$ cat src/design/b64d_pkg.sv
package b64d_pkg;

   localparam int unsigned QUEUE_DEPTH = 4;

   localparam logic [7:0] CHAR_UPPER_A = 8'h41;
   localparam logic [7:0] CHAR_UPPER_Z = 8'h5A;
   localparam logic [7:0] CHAR_LOWER_A = 8'h61;
   localparam logic [7:0] CHAR_LOWER_Z = 8'h7A;
   localparam logic [7:0] CHAR_DIGIT_0 = 8'h30;
   localparam logic [7:0] CHAR_DIGIT_9 = 8'h39;
   localparam logic [7:0] CHAR_PLUS    = 8'h2B;
   localparam logic [7:0] CHAR_SLASH   = 8'h2F;
   localparam logic [7:0] CHAR_PAD     = 8'h3D;

   localparam logic [7:0] OFFSET_LOWER = 8'd26;
   localparam logic [7:0] OFFSET_DIGIT = 8'd52;
   localparam logic [5:0] SEXTET_PLUS  = 6'd62;
   localparam logic [5:0] SEXTET_SLASH = 6'd63;

   typedef struct packed {
      logic       invalid;
      logic [5:0] value;
   } sextet_type;

   typedef struct packed {
      logic [23:0] chunk;
      logic [1:0]  last_index;
      logic        eot;
      logic        err;
   } job_type;

   function automatic sextet_type sextet_of(input logic [7:0] ch);
      sextet_type s;
      logic [7:0] t;
      s = '{invalid: 1'b0, value: 6'd0};
      t = 8'd0;
      if (ch >= CHAR_UPPER_A && ch <= CHAR_UPPER_Z) begin
         t = ch - CHAR_UPPER_A;
      end else if (ch >= CHAR_LOWER_A && ch <= CHAR_LOWER_Z) begin
         t = ch - CHAR_LOWER_A + OFFSET_LOWER;
      end else if (ch >= CHAR_DIGIT_0 && ch <= CHAR_DIGIT_9) begin
         t = ch - CHAR_DIGIT_0 + OFFSET_DIGIT;
      end else if (ch == CHAR_PLUS) begin
         t = {2'b00, SEXTET_PLUS};
      end else if (ch == CHAR_SLASH) begin
         t = {2'b00, SEXTET_SLASH};
      end else begin
         s.invalid = 1'b1;
      end
      s.value = t[5:0];
      return s;
   endfunction

endpackage

$ cat src/design/base64_strict_stream_decoder.sv
// Strict base64 decoder, one text character per request.
// Request channel: req_valid / req_stall with req_char_code and req_text_end;
// req_text_end marks the last character of a text. A request is taken at a
// clock edge with req_valid high and req_stall low.
// Response channel: rsp_valid / rsp_stall with one decoded byte or status
// per response. Every fourth character yields up to three byte responses;
// the last character of a text yields an end_of_text response that carries
// decode_error. rsp_last_of_run marks the last response of a request.
// Throughput: one request per cycle while req_stall is low, one response
// per cycle while rsp_stall is low. The response port is the limit: a
// request that closes a group issues up to three responses.
// A queue of QUEUE_DEPTH groups sits between the character front end and
// the response stage; req_stall rises only when that queue is full, so a
// stalled receiver holds back requests only once the queue fills.
// Reset (synchronous, active high) clears the group state, the error flag,
// the queue, and the response valid flag; no response is valid after reset.
module base64_strict_stream_decoder #(
   parameter int unsigned QUEUE_DEPTH = b64d_pkg::QUEUE_DEPTH
) (
   input  logic       clock,
   input  logic       reset,
   input  logic       req_valid,
   output logic       req_stall,
   input  logic [7:0] req_char_code,
   input  logic       req_text_end,
   output logic       rsp_valid,
   input  logic       rsp_stall,
   output logic [7:0] rsp_data_byte,
   output logic       rsp_byte_valid,
   output logic       rsp_decode_error,
   output logic       rsp_end_of_text,
   output logic       rsp_last_of_run
);

   logic              accept;
   logic              push;
   b64d_pkg::job_type push_job;
   logic              pop;
   logic              full;
   logic              not_empty;
   b64d_pkg::job_type head_job;

   assign req_stall = full;
   assign accept    = req_valid && !full;

   b64d_front u_front (
      .clock     (clock),
      .reset     (reset),
      .accept    (accept),
      .char_code (req_char_code),
      .text_end  (req_text_end),
      .push      (push),
      .push_job  (push_job)
   );

   b64d_queue #(
      .QUEUE_DEPTH (QUEUE_DEPTH)
   ) u_queue (
      .clock     (clock),
      .reset     (reset),
      .push      (push),
      .push_job  (push_job),
      .pop       (pop),
      .full      (full),
      .not_empty (not_empty),
      .head_job  (head_job)
   );

   b64d_back u_back (
      .clock            (clock),
      .reset            (reset),
      .job_valid        (not_empty),
      .job              (head_job),
      .pop              (pop),
      .out_stall        (rsp_stall),
      .out_valid        (rsp_valid),
      .out_data_byte    (rsp_data_byte),
      .out_byte_valid   (rsp_byte_valid),
      .out_decode_error (rsp_decode_error),
      .out_end_of_text  (rsp_end_of_text),
      .out_last_of_run  (rsp_last_of_run)
   );

endmodule

$ cat src/design/b64d_front.sv
module b64d_front (
   input  logic              clock,
   input  logic              reset,
   input  logic              accept,
   input  logic [7:0]        char_code,
   input  logic              text_end,
   output logic              push,
   output b64d_pkg::job_type push_job
);

   logic [1:0]  pos_ff, pos_in;
   logic [17:0] acc_ff, acc_in;
   logic [1:0]  pad_ff, pad_in;
   logic        error_ff, error_in;

   b64d_pkg::sextet_type sx;
   logic        is_pad;
   logic [1:0]  pad_inc;
   logic [5:0]  v;
   logic        ended;

   always_comb begin
      sx       = b64d_pkg::sextet_of(char_code);
      is_pad   = (char_code == b64d_pkg::CHAR_PAD);
      pad_inc  = pad_ff;
      v        = 6'd0;
      ended    = 1'b0;
      error_in = error_ff;
      pos_in   = pos_ff;
      acc_in   = acc_ff;
      pad_in   = pad_ff;
      if (!error_ff) begin
         if (is_pad) begin
            if (pos_ff < 2'd2) begin
               error_in = 1'b1;
            end else begin
               pad_inc = pad_ff + 2'd1;
            end
         end else if (pad_ff != 2'd0 || sx.invalid) begin
            error_in = 1'b1;
         end else begin
            v = sx.value;
         end
         if (!error_in) begin
            if (pos_ff == 2'd3) begin
               if (pad_inc != 2'd0 && !text_end) begin
                  error_in = 1'b1;
               end else begin
                  ended = 1'b1;
               end
               pos_in = 2'd0;
               acc_in = 18'd0;
               pad_in = 2'd0;
            end else begin
               acc_in = {acc_ff[11:0], v};
               pos_in = pos_ff + 2'd1;
               pad_in = pad_inc;
            end
         end
      end
      if (text_end) begin
         error_in = 1'b0;
         pos_in   = 2'd0;
         acc_in   = 18'd0;
         pad_in   = 2'd0;
      end
   end

   always_comb begin
      push_job.chunk = {acc_ff, v};
      case (pad_inc)
         2'd0:    push_job.last_index = 2'd2;
         2'd1:    push_job.last_index = 2'd1;
         default: push_job.last_index = 2'd0;
      endcase
      push_job.eot = text_end;
      push_job.err = text_end && !ended;
      if (push_job.err) begin
         push_job.last_index = 2'd0;
      end
      push = accept && (ended || text_end);
   end

   always_ff @(posedge clock) begin
      if (reset) begin
         pos_ff   <= 2'd0;
         acc_ff   <= 18'd0;
         pad_ff   <= 2'd0;
         error_ff <= 1'b0;
      end else if (accept) begin
         pos_ff   <= pos_in;
         acc_ff   <= acc_in;
         pad_ff   <= pad_in;
         error_ff <= error_in;
      end
   end

endmodule

$ cat src/design/b64d_queue.sv
module b64d_queue #(
   parameter int unsigned QUEUE_DEPTH = b64d_pkg::QUEUE_DEPTH
) (
   input  logic              clock,
   input  logic              reset,
   input  logic              push,
   input  b64d_pkg::job_type push_job,
   input  logic              pop,
   output logic              full,
   output logic              not_empty,
   output b64d_pkg::job_type head_job
);

   localparam int unsigned PTR_W = $clog2(QUEUE_DEPTH);
   localparam int unsigned CNT_W = $clog2(QUEUE_DEPTH + 1);
   localparam logic [PTR_W-1:0] LAST_PTR = PTR_W'(QUEUE_DEPTH - 1);
   localparam logic [CNT_W-1:0] DEPTH_CNT = CNT_W'(QUEUE_DEPTH);

   b64d_pkg::job_type entry_ff [QUEUE_DEPTH];
   logic [PTR_W-1:0] wr_ptr_ff, wr_ptr_in;
   logic [PTR_W-1:0] rd_ptr_ff, rd_ptr_in;
   logic [CNT_W-1:0] count_ff, count_in;

   always_comb begin
      full      = (count_ff == DEPTH_CNT);
      not_empty = (count_ff != '0);
      head_job  = entry_ff[rd_ptr_ff];
      wr_ptr_in = wr_ptr_ff;
      rd_ptr_in = rd_ptr_ff;
      count_in  = count_ff;
      if (push) begin
         wr_ptr_in = (wr_ptr_ff == LAST_PTR) ? '0 : wr_ptr_ff + 1'b1;
      end
      if (pop) begin
         rd_ptr_in = (rd_ptr_ff == LAST_PTR) ? '0 : rd_ptr_ff + 1'b1;
      end
      if (push && !pop) begin
         count_in = count_ff + 1'b1;
      end else if (pop && !push) begin
         count_in = count_ff - 1'b1;
      end
   end

   always_ff @(posedge clock) begin
      if (push) begin
         entry_ff[wr_ptr_ff] <= push_job;
      end
   end

   always_ff @(posedge clock) begin
      if (reset) begin
         wr_ptr_ff <= '0;
         rd_ptr_ff <= '0;
         count_ff  <= '0;
      end else begin
         wr_ptr_ff <= wr_ptr_in;
         rd_ptr_ff <= rd_ptr_in;
         count_ff  <= count_in;
      end
   end

endmodule

$ cat src/design/b64d_back.sv
module b64d_back (
   input  logic              clock,
   input  logic              reset,
   input  logic              job_valid,
   input  b64d_pkg::job_type job,
   output logic              pop,
   input  logic              out_stall,
   output logic              out_valid,
   output logic [7:0]        out_data_byte,
   output logic              out_byte_valid,
   output logic              out_decode_error,
   output logic              out_end_of_text,
   output logic              out_last_of_run
);

   logic [1:0] index_ff, index_in;
   logic       valid_ff, valid_in;
   logic [7:0] data_ff, data_in;
   logic       bvalid_ff, bvalid_in;
   logic       err_ff, err_in;
   logic       eot_ff, eot_in;
   logic       last_ff, last_in;
   logic       load;
   logic       is_last;

   always_comb begin
      load     = job_valid && (!valid_ff || !out_stall);
      is_last  = (index_ff == job.last_index);
      pop      = load && is_last;
      index_in = index_ff;
      valid_in = valid_ff && out_stall;
      case (index_ff)
         2'd0:    data_in = job.chunk[23:16];
         2'd1:    data_in = job.chunk[15:8];
         default: data_in = job.chunk[7:0];
      endcase
      bvalid_in = !job.err;
      err_in    = job.err;
      eot_in    = job.eot && is_last;
      last_in   = is_last;
      if (job.err) begin
         data_in = 8'd0;
      end
      if (load) begin
         valid_in = 1'b1;
         index_in = is_last ? 2'd0 : index_ff + 2'd1;
      end
   end

   always_ff @(posedge clock) begin
      if (reset) begin
         index_ff <= 2'd0;
         valid_ff <= 1'b0;
      end else begin
         index_ff <= index_in;
         valid_ff <= valid_in;
      end
   end

   always_ff @(posedge clock) begin
      if (load) begin
         data_ff   <= data_in;
         bvalid_ff <= bvalid_in;
         err_ff    <= err_in;
         eot_ff    <= eot_in;
         last_ff   <= last_in;
      end
   end

   assign out_valid        = valid_ff;
   assign out_data_byte    = data_ff;
   assign out_byte_valid   = bvalid_ff;
   assign out_decode_error = err_ff;
   assign out_end_of_text  = eot_ff;
   assign out_last_of_run  = last_ff;

endmodule
$ cat config.mk
export PLATFORM = sky130hd
export DESIGN_NAME = base64_strict_stream_decoder
export DESIGN_NICKNAME = d
export VERILOG_FILES = /design/src/design/b64d_pkg.sv /design/src/design/base64_strict_stream_decoder.sv /design/src/design/b64d_front.sv /design/src/design/b64d_queue.sv /design/src/design/b64d_back.sv
export SDC_FILE = /design/constraint.sdc
export NUM_CORES = 1
export LEC_CHECK = 0
export BUFFER_PORTS_ARGS = -buffer_cell sky130_fd_sc_hd__clkbuf_2
export CAP_MARGIN = 20
export CORE_ASPECT_RATIO = 2
export CORE_MARGIN = 2
export CORE_UTILIZATION = 40
export DETAILED_ROUTE_END_ITERATION = 12
export SYNTH_ARGS = -nofsm -noshare
export SYNTH_HDL_FRONTEND = slang
export SYNTH_SLANG_ARGS = --single-unit
$ cat constraint.sdc
create_clock -name clock -period 3.85 [get_ports clock]
set_input_delay 0.1925 -clock clock [delete_from_list [all_inputs] [get_ports clock]]
set_output_delay 0.1925 -clock clock [all_outputs]
set_load 0.02 [all_outputs]
==> results of run 1 <==
critical path: stages, from the launching register on:
cell and delay, ns:
dfxtp_1 0.42, inv_1 0.12, ha_1 0.35, nor2_1 0.17
nand3_1 0.10, a21oi_1 0.27, a31oi_4 0.10, inv_1 0.09
ha_1 0.19, inv_1 0.06, fa_1 0.37, xor2_1 0.18
or3_1 0.31, a21oi_1 0.14
per-layer routing:
| metal | vias to the layer above | part of all wire (%) | GRT usage, % |
|---|---|---|---|
| met2 | 94 | 53 | 28.2 |
| met5 | - | 0 | 0 |
| met3 | 17 | 3.5 | 4.22 |
| met4 | 0 | 1.4 | 4.50 |
| met1 | 2023 | 42 | 19.0 |
| li1 | 1933 | - | - |
cell usage after synthesis (8+ instances only):
| library cell | count |
|---|---|
| a31oi_1 | 8 |
| dfxtp_1 | 35 |
| nand2_1 | 39 |
| o21ai_0 | 9 |
| ha_1 | 19 |
| nand3_1 | 24 |
| clkbuf_1 | 9 |
| edfxtp_1 | 124 |
| nor2_1 | 19 |
| a22oi_1 | 9 |
| nor3_1 | 9 |
| inv_1 | 20 |
| mux4_2 | 25 |
| nor2b_1 | 11 |
| a21oi_1 | 38 |
power by group through the flow:
stage | Combinational (mW) | Sequential, mW | Clock, mW
3_3_place_gp | 1.03 | 2.18 | 0
3_5_place_dp | 1.04 | 2.19 | 0
6_report | 1.01 | 2.15 | 1.65
5_1_grt | 1.11 | 2.17 | 1.76
4_1_cts | 1.04 | 2.15 | 1.68
2_1_floorplan | 0.680 | 2.23 | 0
final timing paths:
| kind | start | end | slack, ns | depth (start not counted) |
|---|---|---|---|---|
| min | req_text_end | u_queue.entry_ff[1][1] | 0.19 | 1 |
| min reg2reg | u_back.out_valid | u_back.out_valid | 0.48 | 2 |
| max reg2reg | u_front.pad_ff[0] | u_queue.count_ff[2] | 0.89 | 13 |
| max | u_front.pad_ff[0] | u_queue.count_ff[2] | 0.89 | 13 |
cell type report:
type / instances / area, µm²
Clock inverter: 15 / 161
Sequential cell: 159 / 4430
Tap cell: 210 / 263
Multi-Input combinational cell: 283 / 2320
Timing Repair Buffer: 37 / 215
Clock buffer: 17 / 425
Inverter: 21 / 78.8
Fill cell: 1514 / 9220
cell families after synthesis:
logic type | share of synthesized area, %
fa+ha+maj | 3.73
xor+xnor | 0.762
buf+inv | 2.48
simple gates | 9.93
flops | 64.1
mux | 10.2
compound gates | 8.79
state kept, by name, summed over array words and instances, names as in the netlist, named ones only:
signal                   flops
u_back.out_end_of_text       1
u_queue.entry_ff           112
u_front.pad_ff               2
u_back.out_byte_valid        1
u_queue.count_ff             3
u_front.error_ff             1
u_queue.rd_ptr_ff            2
u_back.out_decode_error      1
u_front.pos_ff               2
u_back.index_ff              2
u_queue.wr_ptr_ff            2
u_back.out_data_byte         8
u_back.out_last_of_run       1
u_front.acc_ff              18
u_back.out_valid             1
cells in the final DEF, fill, tap and decap left out, types with 3 or more instances in the layout:
cell type and instances:
nand4_1 3, a31oi_1 8, and3_1 3, o31ai_1 3, nand2_1 39, edfxtp_1 124
nor3_1 9, mux4_2 25, or3_1 4, o21ai_0 9, inv_6 5, nor2b_1 7
clkinv_4 3, buf_4 10, mux4_1 3, dfxtp_1 34, clkbuf_2 26, nor2_1 19
a21o_1 4, nor2b_2 4, clkinvlp_4 3, a22oi_1 9, nand3_1 24, ha_1 19
mux2i_1 5, xnor2_1 3, clkbuf_16 17, o21ai_1 3, inv_1 20, xor2_1 3
a211o_1 3, a21oi_1 38
==> impl_results.md, run 1 <==
- Status: completed
- Syn Nets: 515
- Clk root buf: clkbuf_16
- Core ar.: 0.0171 mm²
- Die Wd: 96.9 µm
- Die Height: 190 µm
- WL per Instance: 19.0 µm
- N_diodes: 0
- Worst Path Max Fanout: 7
- Initial Util: 40.4%
- Clock latency on the worst-skew pair: 0.42 ns
- Sw Ratio: 29.0%
- NetSw: 1.40 mW
- Nets@finish: 552
- Drt drc: 0
- Largest net degree at the start of global routing: 29
- H-tree levels: 4
- Tmin final: 2.96 ns
- Drt total wl: 14100 µm
- CTS buffer count: 17
- Max-cap violation count: 0
- Seq cells post-synth: 159
- Hold Buf Count CTS: 1
- Sequential share of the synthesized area: 64.1%
- Yosys cell types: 60
- Slew Limit Headroom: 50.8%
- Synthesized area: 0.00690 mm²
- Part of the cycle the worst path needs: 76.9%
- GR Util All Layers: 15.9%
- Post-synth EDFFs: 124
- Crit path arrival time: 3.30 ns
- Dominant cells by area after synthesis: edfxtp_1 (54%), dfxtp_1 (10%), mux4_2 (8.2%), ha_1 (3.4%), a21oi_1 (2.8%)
- Antenna violations before repair: 0
- Ys async rst share: 0%
- Syn Area/Cell: 14.3 µm²
- Worst Max-Slew Pin Slew: 0.735 ns
- First drt pass iteration count: 5
- Share of post-route cells with drive strength above 1: 20.7%
- Port buffer count: 26
- Area Growth Syn to Fin: 14.2%
- # resized after CTS: 0
- Clock share of power: 34.3%
- Placer Congestion: 0.874
- Vias per inst: 5.48
- Clk_skew: 0.00722 ns
- Max VDD drop: 0.438 mV
- # IOs: 27
- Max-slew violations: 0
- Vias after detailed routing: 4067
- GRT Residual Overflow: 0
- Worst hold path type: input port to flip-flop
- Internal Power: 3.42 mW
- Fin cells: 742
- Startpoint types: flip-flop
- Comb power frac: 21.1%
- Seq pwr share: 44.6%
- Post-route ant nets: 0
- Cell type with the largest total area after synthesis: edfxtp_1
- Fin area: 0.00789 mm²
- Hold_ws: 0.191 ns
- Fin. Hold Viols: 0
- Unrepaired setup endpoints after global routing: no
- Placed inst area: 0.00729 mm²
- Endpoints failing setup: 0
- Clock Pin Slew Worst Setup and Hold Paths: 0.06 ns
- Vias in the first global route: 4101
- 1st-iter DRT viols: 199
- Full die area: 0.0184 mm²
- Leak: 2.78 nW
- Dpl hpwl: 9260 µm
- Post-synth top area share: 54.0%
- Final core utilization: 46.1%
- # rows: 68
- Setup bufs post-CTS: 0
- Pwr Total: 4.81 mW
- TNS Setup: 0 ns
- Required @ worst endpoint: 4.19 ns
- Fmax achieved: 338 MHz
- Dpl ws: 0.456 ns
- Syn. warnings: 0
- CTS tree: done
- DP Cell Count: 709
- Setup CP Type: flip-flop to flip-flop
- Mapped Cells: 482
- Pwr Density: 610 mW/mm²
- Final worst slack: 0.889 ns
- Main synth FF type: edfxtp_1
- Clock Sinks: 159
- Global-route wire length before repair: 22400 µm
- Crit path capture type: flip-flop
- Clock Path Buffers: 2
No activity file was read; power rests on OpenSTA's default activity.
==> inputs of run 2 (changes only) <==
==> constraint.sdc (replaced) <==
create_clock -name clock -period 2.9 [get_ports clock]
set_input_delay 0.145 -clock clock [delete_from_list [all_inputs] [get_ports clock]]
set_output_delay 0.145 -clock clock [all_outputs]
set_load 0.02 [all_outputs]
==> impl_results.md, run 2 (synthesis results as in run 1) <==
- Status: completed
- Tmin final: 2.74 ns
- Crit-path cells: inv_1 > ha_1 > nor2_1 > nand3_1 > a21oi_2 > a31oi_4 > inv_1 > ha_1 > inv_1 > fa_1 > xor2_1 > or3_1 > a21oi_1
- 1st-iter DRT viols: 214
- Worst Path Max Fanout: 6
- Startpoint types: flip-flop
- Port buffer count: 26
- Nets@finish: 578
- Vias in the first global route: 4289
- Post-route ant nets: 0
- CP most frequent cell: inv_1
- # IOs: 27
- Max-slew violations: 0
- N_diodes: 0
- Flop2flop setup slack: 0.16 ns
- Leak: 2.92 nW
- Unrepaired setup endpoints after global routing: no
- Most common cell after layout, fill and taps aside: edfxtp_1
- Drt total wl: 14000 µm
- Vias after detailed routing: 4177
- H-tree levels: 4
- Pwr Total: 6.44 mW
- Clock Path Buffers: 2
- Endpoints failing setup: 0
- Clock Pin Slew Worst Setup and Hold Paths: 0.06 ns
- Clock latency on the worst-skew pair: 0.42 ns
- Fin. Hold Viols: 0
- Area of the multi-input gates: 0.00232 mm²
- Core ar.: 0.0171 mm²
- GR Util All Layers: 16.1%
- WL per Instance: 18.3 µm
- Vias per inst: 5.44
- Clk root buf: clkbuf_16
- Max VDD drop: 0.451 mV
- Required @ worst endpoint: 3.25 ns
- Drt drc: 0
- Crit path capture type: flip-flop
- Worst hold path type: input port to flip-flop
- Fillers: 1473
- Dpl hpwl: 9570 µm
- Slew Limit Headroom: 65.6%
- Max reg flops: 112
- Initial Util: 40.4%
- Fmax achieved: 365 MHz
- Crit path max-delay family: adder cells
- CTS buffer count: 17
- Global-route wire length before repair: 22800 µm
- Crit-path slowest cell: fa_1
- Most frequent cells in the layout: edfxtp_1 (124), nand2_1 (39), a21oi_1 (37), dfxtp_1 (33), buf_4 (33)
- Hold_ws: 0.117 ns
- Largest net degree at the start of global routing: 29
- Placer Congestion: 0.856
- CTS tree: done
- GRT Residual Overflow: 0
- Reg area: 0.00443 mm²
- Clk_skew: 0.00891 ns
- Share of post-route cells with drive strength above 1: 24.7%
- Crit path arrival time: 3.09 ns
- # rows: 68
- WP buf/inv: 3
- Die Height: 190 µm
- Max-cap violation count: 0
- Crit-path max cell delay: 0.38 ns
- Worst Max-Slew Pin Slew: 0.515 ns
- Part of the cycle the worst path needs: 94.5%
- Full die area: 0.0184 mm²
- Pwr Density: 793 mW/mm²
- Setup bufs post-CTS: 0
- Area Growth Syn to Fin: 17.6%
- Die Wd: 96.9 µm
- Setup CP Type: flip-flop to flip-flop
- Antenna violations before repair: 0
- Clock Sinks: 159
- Biggest register: u_queue.entry_ff
- First drt pass iteration count: 4
==> run 2: changes by cell type in the layout (fill, tap and decap cells not counted) <==
cell	delta
inv_6	+1
dfxtp_1	-1
a21oi_1	-1
buf_12	+3
buf_4	+23
dfxtp_2	+1
a21oi_2	+1
clkinv_4	-2
clkinv_2	+1
==> run 2: per-stage QoR <==
step,setup TNS (ns),instance area (µm²),util (%),setup WS [ns],cells
after floorplan,-31.99,6900,-,-0.286,482
after global placement,0,7520,44.0,0.106,735
after detailed placement,0,7520,44.0,0.00342,735
after CTS,0,8110,47.4,0.0652,768
after global routing,0,8120,47.5,0.00574,768
final,0,8120,47.5,0.161,768
==> run 2: final timing paths <==
check,startpoint,endpoint,cells past startpoint
worst max register to register,u_front.pad_ff[0],u_queue.count_ff[2],13
worst max-delay path,u_front.pad_ff[0],u_queue.count_ff[2],13
worst min register to register,u_back.out_valid,u_back.out_valid,2
worst min-delay path,req_text_end,u_queue.entry_ff[2][1],2
==> run 2: timing repair <==
item                       4_1_cts  5_1_grt
setup endpoints to repair        0        1
hold endpoints to repair         1        0
hold buffers                     1        0
gates resized for setup          0        2
==> run 2: metal layers <==
layer | track usage (%) | vias up | routed length (µm)
met5 | 0 | - | 0
met4 | 5.58 | 0 | 206
met3 | 3.23 | 14 | 384
met2 | 29.3 | 82 | 7640
met1 | 18.8 | 2095 | 5810
li1 | - | 1986 | -
==> run 2: final cells by class <==
type,count,share of cell area [%]
Clock inverter,15,1.94
Tap cell,210,3.24
Clock buffer,17,5.24
Multi-Input combinational cell,283,28.6
Timing Repair Buffer,63,5.52
Inverter,21,0.971
Sequential cell,159,54.5
==> run 2: where the power goes <==
group / total [mW] / switching, mW / internal [mW]
sequential: 2.82 / 0.0974 / 2.72
combinational: 1.45 / 0.849 / 0.598
clock: 2.17 / 0.898 / 1.28
total: 6.44 / 1.84 / 4.59
==> inputs of run 3 (changes only) <==
--- a/config.mk
+++ b/config.mk
@@ -7,10 +7,13 @@
 export LEC_CHECK = 0
 export BUFFER_PORTS_ARGS = -buffer_cell sky130_fd_sc_hd__clkbuf_2
 export CAP_MARGIN = 20
+export CELL_PAD_IN_SITES_DETAIL_PLACEMENT = 0
+export CELL_PAD_IN_SITES_GLOBAL_PLACEMENT = 1
 export CORE_ASPECT_RATIO = 2
 export CORE_MARGIN = 2
 export CORE_UTILIZATION = 40
 export DETAILED_ROUTE_END_ITERATION = 12
+export PLACE_DENSITY_LB_ADDON = 0.25
 export SYNTH_ARGS = -nofsm -noshare
 export SYNTH_HDL_FRONTEND = slang
 export SYNTH_SLANG_ARGS = --single-unit
==> impl_results.md, run 3 (synthesis results as in run 1) <==
- Status: completed
- Initial Util: 40.4%
- Dpl hpwl: 9650 µm
- Global-route wire length before repair: 22800 µm
- CP most frequent cell: inv_1
- Worst Path Max Fanout: 6
- Clock Path Buffers: 2
- Worst Setup SP: u_front.pad_ff[0]
- DRT met1 WL: 5980 µm
- First drt pass iteration count: 5
- Die Height: 190 µm
- Area Growth Syn to Fin: 18.1%
- RR Startpoint: u_front.pad_ff[0]
- Core ar.: 0.0171 mm²
- Most common cell after layout, fill and taps aside: edfxtp_1
- Worst Hold Endpoint: u_front.pad_ff[1]
- Die Wd: 96.9 µm
- Dpl ws: -0.00177 ns
- N_diodes: 0
- GR Util All Layers: 16.3%
- Endpoints failing setup: 0
- Tmin final: 2.70 ns
- Final worst slack: 0.198 ns
- Nets@finish: 579
- Worst r2r dst: u_queue.count_ff[2]
- GRT Residual Overflow: 0
- Fmax achieved: 370 MHz
- Vias in the first global route: 4164
- # rows: 68
- 1st-iter DRT viols: 226
- Area of the multi-input gates: 0.00232 mm²
- Vias per inst: 5.29
- CTS tree: done
- Setup bufs post-CTS: 0
- Fin. Hold Viols: 0
- Pwr Density: 799 mW/mm²
- Crit-path slowest cell: fa_1
- Hold path cells: 4
- Hold_ws: 0.195 ns
- Full die area: 0.0184 mm²
- Vias after detailed routing: 4065
- WL per Instance: 18.6 µm
- Antenna violations before repair: 0
- Pwr Total: 6.51 mW
- Wire length on met2: 8000 µm
- Crit path capture type: flip-flop
- Part of the cycle the worst path needs: 93.2%
- Crit path arrival time: 3.05 ns
- Reg area: 0.00443 mm²
- Clock latency on the worst-skew pair: 0.42 ns
- Most frequent cells in the layout: edfxtp_1 (124), nand2_1 (39), a21oi_1 (37), dfxtp_1 (33), buf_4 (33)
- Post-route ant nets: 0
- Required @ worst endpoint: 3.25 ns
- Startpoint types: flip-flop
- Max layer used: met4
- Drt drc: 0
- Fillers: 1513
- WP buf/inv: 3
- Clk_skew: 0.0118 ns
- Max-slew violations: 0
- H-tree levels: 4
- CTS buffer count: 17
- Largest net degree at the start of global routing: 29
- Crit path max-delay family: adder cells
- Port buffer count: 26
- R2R cell count: 13
- Max-cap violation count: 0
- Met3 wire length: 262 µm
- Drt total wl: 14300 µm
- Worst Max-Slew Pin Slew: 0.485 ns
- Crit-path cells: inv_1 > ha_1 > nor2_2 > nand3_1 > a21oi_2 > a31oi_4 > inv_1 > ha_1 > inv_1 > fa_1 > xor2_1 > or3_1 > a21oi_1
- Flop2flop setup slack: 0.20 ns
- Biggest register: u_queue.entry_ff
- Setup CP Type: flip-flop to flip-flop
- Clock Pin Slew Worst Setup and Hold Paths: 0.06 ns
- Worst hold path type: input port to flip-flop
- Max VDD drop: 0.617 mV
- Clock Sinks: 159
- Unrepaired setup endpoints after global routing: no
- HP Start: req_valid
- Slew Limit Headroom: 67.7%
- Max reg flops: 112
- Leak: 2.94 nW
- # IOs: 27
- Share of post-route cells with drive strength above 1: 24.7%
- Crit-path max cell delay: 0.38 ns
- Clk root buf: clkbuf_16
- Placer Congestion: 0.806
==> run 3: cell type report <==
cell class / instances / area share, %
inverters: 21 / 0.967
multi-input cells: 283 / 28.5
flip-flops and latches: 159 / 54.3
clock inverters: 13 / 1.99
clock buffers: 19 / 5.31
repair buffers: 64 / 5.74
well taps: 210 / 3.22
==> run 3: report_power, final <==
| group | internal, mW | total, mW | leakage [nW] | switching, mW |
|---|---|---|---|---|
| Sequential | 2.72 | 2.81 | 1.48 | 0.0961 |
| Clock | 1.36 | 2.23 | 0.291 | 0.868 |
| Combinational | 0.609 | 1.47 | 1.17 | 0.861 |
==> run 3: per-stage QoR <==
step	cells	setup TNS (ns)	area (µm²)	utilization, %
2_1_floorplan	482	-31.99	6900	-
3_3_place_gp	736	0	7540	44.1
3_5_place_dp	736	-0.00177	7540	44.1
4_1_cts	769	0	8150	47.6
5_1_grt	769	0	8150	47.7
6_report	769	0	8150	47.7
==> run 3: timing repair <==
item / in CTS / in global routing
hold buffers: 1 / 0
resized for setup: 0 / 3
hold endpoints to repair: 1 / 0
endpoints found under the setup margin: 0 / 1
==> run 3: routing by layer <==
| layer | up-vias | GRT usage [%] |
|---|---|---|
| met5 | - | 0 |
| li1 | 1979 | - |
| met3 | 6 | 2.79 |
| met1 | 2028 | 18.8 |
| met4 | 0 | 5.53 |
| met2 | 52 | 30.2 |
==> run 3: worst max path at each step <==
stage                             end  depth (start not counted)
3_5_place_dp      u_queue.count_ff[2]                         15
2_1_floorplan  u_queue.entry_ff[0][0]                          8
6_report          u_queue.count_ff[2]                         13
4_1_cts           u_queue.count_ff[2]                         13
5_1_grt           u_queue.count_ff[2]                         13
3_3_place_gp      u_queue.count_ff[2]                         15
==> run 3: worst reg2reg max path, stage by stage, from the launching register on <==
cell,delay (ns)
dfxtp_2,0.37
inv_1,0.10
ha_1,0.35
nor2_2,0.14
nand3_1,0.11
a21oi_2,0.20
a31oi_4,0.05
inv_1,0.08
ha_1,0.17
inv_1,0.06
fa_1,0.38
xor2_1,0.18
or3_1,0.31
a21oi_1,0.13
